===== src/hw/rtl/tmwm_pkg.sv =====
// ----------------------------------------------------------------------------
// tmwm_pkg
// Shared beat types, cell codes and the sequencer program for the toroidal
// masked window mean block.
// ----------------------------------------------------------------------------
package tmwm_pkg;

  localparam int FIELD_W    = 7;
  localparam int IN_TRAIT_W = 16;
  localparam int OUT_MEAN_W = 16;
  localparam int COUNT_W    = 5;
  localparam int CODE_W     = 3;
  localparam int CFG_IDX_W  = 4;
  localparam int PC_W       = 3;
  localparam int COND_W     = 3;

  localparam logic [FIELD_W-1:0] DIM_MIN   = 7'd3;
  localparam logic [FIELD_W-1:0] DIM_RESET = 7'd64;

  localparam logic [COUNT_W-1:0] MAX_ALIVE = 5'd24;

  // register indexes
  localparam logic [CFG_IDX_W-1:0] REG_ROWS = 4'd0;
  localparam logic [CFG_IDX_W-1:0] REG_COLS = 4'd1;

  // actions
  localparam logic ACT_WRITE = 1'b0;
  localparam logic ACT_QUERY = 1'b1;

  // cell codes
  localparam logic [CODE_W-1:0] CODE_A1 = 3'd1;
  localparam logic [CODE_W-1:0] CODE_B2 = 3'd2;
  localparam logic [CODE_W-1:0] CODE_A3 = 3'd3;
  localparam logic [CODE_W-1:0] CODE_B4 = 3'd4;

  // program steps
  localparam logic [PC_W-1:0] S_CLEAR = 3'd0;
  localparam logic [PC_W-1:0] S_IDLE  = 3'd1;
  localparam logic [PC_W-1:0] S_CHECK = 3'd2;
  localparam logic [PC_W-1:0] S_SCAN  = 3'd3;
  localparam logic [PC_W-1:0] S_DRAIN = 3'd4;
  localparam logic [PC_W-1:0] S_LOAD  = 3'd5;
  localparam logic [PC_W-1:0] S_DIV   = 3'd6;
  localparam logic [PC_W-1:0] S_EMIT  = 3'd7;

  // jump conditions
  localparam logic [COND_W-1:0] C_NEVER    = 3'd0;
  localparam logic [COND_W-1:0] C_ALWAYS   = 3'd1;
  localparam logic [COND_W-1:0] C_CLR_MORE = 3'd2;
  localparam logic [COND_W-1:0] C_NO_QUERY = 3'd3;
  localparam logic [COND_W-1:0] C_BAD      = 3'd4;
  localparam logic [COND_W-1:0] C_WIN_MORE = 3'd5;
  localparam logic [COND_W-1:0] C_DIV_MORE = 3'd6;

  typedef struct packed {
    logic                  action;
    logic [FIELD_W-1:0]    row;
    logic [FIELD_W-1:0]    col;
    logic [CODE_W-1:0]     cell_code;
    logic [IN_TRAIT_W-1:0] trait_a;
    logic [IN_TRAIT_W-1:0] trait_b;
  } in_item_t;

  typedef struct packed {
    logic [OUT_MEAN_W-1:0] mean_trait;
    logic [COUNT_W-1:0]    alive_neighbours;
  } out_item_t;

  typedef struct packed {
    logic load;
    logic step;
  } div_ctl_t;

  typedef struct packed {
    logic              clr_wr;
    logic              idle;
    logic              issue;
    logic              div_load;
    logic              div_step;
    logic              emit;
    logic [COND_W-1:0] cond;
    logic [PC_W-1:0]   target;
  } uc_t;

  function automatic uc_t uc_rom(input logic [PC_W-1:0] pc);
    uc_t w;
    w = '0;
    unique case (pc)
      S_CLEAR: begin
        w.clr_wr = 1'b1; w.cond = C_CLR_MORE; w.target = S_CLEAR;
      end
      S_IDLE: begin
        w.idle = 1'b1; w.cond = C_NO_QUERY; w.target = S_IDLE;
      end
      S_CHECK: begin
        w.cond = C_BAD; w.target = S_EMIT;
      end
      S_SCAN: begin
        w.issue = 1'b1; w.cond = C_WIN_MORE; w.target = S_SCAN;
      end
      S_DRAIN: begin
        w.cond = C_NEVER; w.target = S_LOAD;
      end
      S_LOAD: begin
        w.div_load = 1'b1; w.cond = C_NEVER; w.target = S_DIV;
      end
      S_DIV: begin
        w.div_step = 1'b1; w.cond = C_DIV_MORE; w.target = S_DIV;
      end
      S_EMIT: begin
        w.emit = 1'b1; w.cond = C_ALWAYS; w.target = S_IDLE;
      end
      default: w = '0;
    endcase
    return w;
  endfunction

endpackage


===== src/hw/rtl/tmwm_divider.sv =====
// ----------------------------------------------------------------------------
// tmwm_divider
// Restoring divider, one quotient bit per step, stepped by the sequencer.
// ----------------------------------------------------------------------------
module tmwm_divider #(
  parameter int NUM_W = 21,
  parameter int DEN_W = 5
) (
  input  logic               clk,
  input  logic               rst_n,
  input  tmwm_pkg::div_ctl_t ctl,
  input  logic [NUM_W-1:0]   num,
  input  logic [DEN_W-1:0]   den,
  output logic [NUM_W-1:0]   quo,
  output logic               last
);

  localparam int CNT_W = $clog2(NUM_W);

  logic [CNT_W-1:0] cnt_r, cnt_nxt;
  logic [DEN_W-1:0] rem_r;
  logic [NUM_W-1:0] quo_r;
  logic [DEN_W:0]   shifted;
  logic [DEN_W+1:0] diff;

  assign shifted = {rem_r, quo_r[NUM_W-1]};
  assign diff    = {1'b0, shifted} - {2'b00, den};
  assign last    = (cnt_r == CNT_W'(NUM_W - 1));
  assign quo     = quo_r;

  always_comb begin
    cnt_nxt = cnt_r;
    if (ctl.load) begin
      cnt_nxt = '0;
    end else if (ctl.step) begin
      cnt_nxt = cnt_r + CNT_W'(1);
    end
  end

  always_ff @(posedge clk) begin
    if (!rst_n) begin
      cnt_r <= '0;
    end else begin
      cnt_r <= cnt_nxt;
    end
  end

  always_ff @(posedge clk) begin
    if (ctl.load) begin
      rem_r <= '0;
      quo_r <= num;
    end else if (ctl.step) begin
      if (!diff[DEN_W+1]) begin
        rem_r <= diff[DEN_W-1:0];
        quo_r <= {quo_r[NUM_W-2:0], 1'b1};
      end else begin
        rem_r <= shifted[DEN_W-1:0];
        quo_r <= {quo_r[NUM_W-2:0], 1'b0};
      end
    end
  end

endmodule


===== config.mk =====
export PLATFORM = sky130hd
export DESIGN_NAME = tmwm_divider
export DESIGN_NICKNAME = d
export VERILOG_FILES = /design/src/hw/rtl/tmwm_pkg.sv /design/src/hw/rtl/tmwm_divider.sv
export SDC_FILE = /design/constraint.sdc
export NUM_CORES = 1
export LEC_CHECK = 0
export ABC_CLOCK_PERIOD_IN_PS = 1800
export BUFFER_PORTS_ARGS = -buffer_cell sky130_fd_sc_hd__buf_2
export CAP_MARGIN = 20
export CORE_MARGIN = 2
export CORE_UTILIZATION = 40
export DETAILED_ROUTE_END_ITERATION = 8
export PLACE_DENSITY = 0.78
export SKIP_LAST_GASP = 1
export SLEW_MARGIN = 20
export SYNTH_ARGS = -nofsm -noshare
export SYNTH_HDL_FRONTEND = slang
export SYNTH_SLANG_ARGS = --single-unit

===== constraint.sdc =====
create_clock -name clk -period 1.8 [get_ports clk]
set_input_delay 0.36 -clock clk [delete_from_list [all_inputs] [get_ports clk]]
set_output_delay 0.36 -clock clk [all_outputs]
set_load 0.005 [all_outputs]

==> metrics.yaml <==
status:
  status: "complete, but fails checks"
  violations: "negative setup slack"
routing:
  drcViolationCount: 0
  ant_nets: 0
  wl_per_cell_um: 12.5
  viasPerCell: 4.79
  met2_length_um: 1530
  drt_iter0_drc: 44
  highest-signal-layer: "met4"
  wl_met1_um: 1290
  vias: 1159
  finalWirelength_um: 3040
  firstDrtPassIters: 4
  wl_met3_um: 187
cts:
  clock_latency_ns: 0.28
  cts-root-buf: "clkbuf_8"
  holdBufCountCts: 0
  cts_tree: "built"
  max-clock-path-buffers: 2
  numCtsBuffers: 5
  clk_pin_slew_ns: 0.06
  htree_levels: 2
  cts_sinks: 31
pwr:
  pwr_density_cell_nw_per_um2: 832
  ir_drop_v: 0.000411
  p_comb_share_pct: 20.2
  seqPwrFrac_pct: 50.3
  p_leak_uw: 0.000924
  clkPwrFrac_pct: 29.5
  swShare_pct: 24.3
  internal_power_uw: 1310
  switchingPower_uw: 421
global_routing:
  antenna_found_initial: 0
  grt_pass1_wl_um: 5020
  grt_pass1_vias: 1163
  grt_usage_pct: 15.4
  grt_max_degree: 17
  overflow: 0
sta:
  finClkSkew_ns: 0.00642
  rsz0062_at_grt: "yes"
  final.setup.tns_ns: -0.573
  setup_viol: 6
  max_freq_mhz: 510
  finalWorstSetupSlack_ns: -0.160
  fin_crit_sh_pct: 109
  slew_viol_final: 0
  whs_ns: 0.381
  slew_headroom_pct: 68.5
  hold_violations: 0
  min_period_ns: 1.96
  worst_pin_slew_ns: 0.472
synthesis:
  syn_inst: 119
  async_reset_ff_share_pct: 0
  synth.distinct_cells: 29
  yosys.area.top_type: "edfxtp_1"
  synth_top_area_share_pct: 41.2
  synth_area_per_cell_um2: 12.9
  syn-num-nets: 157
  synth-edff-count: 21
  yosysSeqAreaShare_pct: 54.2
  syn_area_um2: 1530
  synth.area.top_cells: "edfxtp_1 41%, mux2_2 15%, dfxtp_1 13%"
  ys_warn_count: 0
  ys.flop_type: "edfxtp_1"
  synth-seq-cells: 31
placed_design:
  dpl.hpwl_um: 2230
  dp_slack_ns: -0.239
  dp_cells: 222
  place.gp.congestion: 0.777
  port_buffers: 51
floorplanning:
  die_x_um: 65.9
  core_area_um2: 3660
  rows: 22
  ios: 52
  die_h_um: 65.9
  start_util_pct: 41.8
  die-area_um2: 4340
worst_setup_path:
  crit_start: "quo[20]"
  r2r-start: "quo[20]"
  cp_max_fo: 5
  ff2ff_path_depth: 7
  crit_arrival_ns: 1.99
  critPathCaptureType: "flip-flop"
  crit_type: "flip-flop to flip-flop"
  crit_required_ns: 1.83
  cp-start-kind: "flip-flop"
hold_path:
  hold_start: "num[1]"
  hold_path_class: "input port to flip-flop"
  hold_depth: 2
finish:
  final_cells: 242
  final_core_util_pct: 56.8
  nFillCells: 326
  final_cell_mix: "51 x buf_2, 21 x mux2_2, 21 x edfxtp_1"
  drive_gt1_share_pct: 54.6
  antenna_cells: 0
  final_common_cell: "buf_2"
  nNetsFinal: 231
  synthToLayoutAreaGrowth_pct: 35.9
job:
  drv_cap: 0
-- stage by stage --
stage / instance area [µm²] / power, µW
after floorplan: 1540 / 1050
after global placement: 1900 / 1180
after detailed placement: 1900 / 1190
after CTS: 2070 / 1750
after global routing: 2080 / 1830
final: 2080 / 1730
-- power by group through the flow --
stage | logic, µW | clock network (µW) | registers [µW]
after floorplan | 165 | 0 | 886
after CTS | 349 | 529 | 871
final | 350 | 510 | 870
after global placement | 298 | 0 | 883
after global routing | 388 | 561 | 879
after detailed placement | 304 | 0 | 884
-- flip-flops by register name, indices dropped and copies added (netlist names) --
name / flops
rem_r: 5
quo: 21
cnt_r: 5
-- metal layers --
layer	track usage [%]	vias to the layer above
li1	-	578
met1	17.0	543
met2	27.7	35
met3	5.96	3
met4	3.65	0
met5	0	-
-- path summary, 6_finish.rpt --
check / endpoint / slack (ns)
max: quo[0] / -0.16
min: quo[1] / 0.38
min reg2reg: cnt_r[4] / 0.52
max reg2reg: quo[0] / -0.16
-- kinds of logic after synthesis --
group | Yosys count | synth area share, %
mux | 23 | 16.7
fa+ha+maj | 8 | 7.03
compound gates | 12 | 7.03
simple gates | 26 | 8.01
flops | 31 | 54.2
buf+inv | 13 | 3.51
xor+xnor | 6 | 3.43
-- Yosys cell counts (2+ instances only) --
cell,count
a22o_1,2
buf_2,4
dfxtp_1,10
edfxtp_1,21
ha_1,7
inv_1,9
mux2_2,21
mux2i_1,2
nand2_1,8
nand3_1,2
nand4_1,2
nor2_1,8
nor3_1,2
o211ai_1,2
xor2_1,5
-- cell type report --
| class | instances | area, µm² | area share [%] |
|---|---|---|---|
| well taps | 48 | 60.1 | 2.89 |
| clock inverters | 1 | 5.00 | 0.241 |
| multi-input cells | 75 | 669 | 32.2 |
| clock buffers | 7 | 76.3 | 3.67 |
| flip-flops and latches | 31 | 831 | 39.9 |
| repair buffers | 71 | 405 | 19.5 |
| inverters | 9 | 33.8 | 1.62 |
-- critical path, cell delays in order (launching register included) --
cell      delay (ns)
edfxtp_1        0.42
inv_2           0.10
ha_4            0.13
inv_2           0.03
fa_2            0.37
a211oi_4        0.28
o21ai_4         0.11
mux2_2          0.28
-- what timing repair did --
action                     CTS  global route
gates cloned                 0             0
buffers inserted            12             2
pin swaps                    3             0
gates resized for setup      2             3
setup endpoints to repair    6             6
No activity file was read; power rests on OpenSTA's default activity.
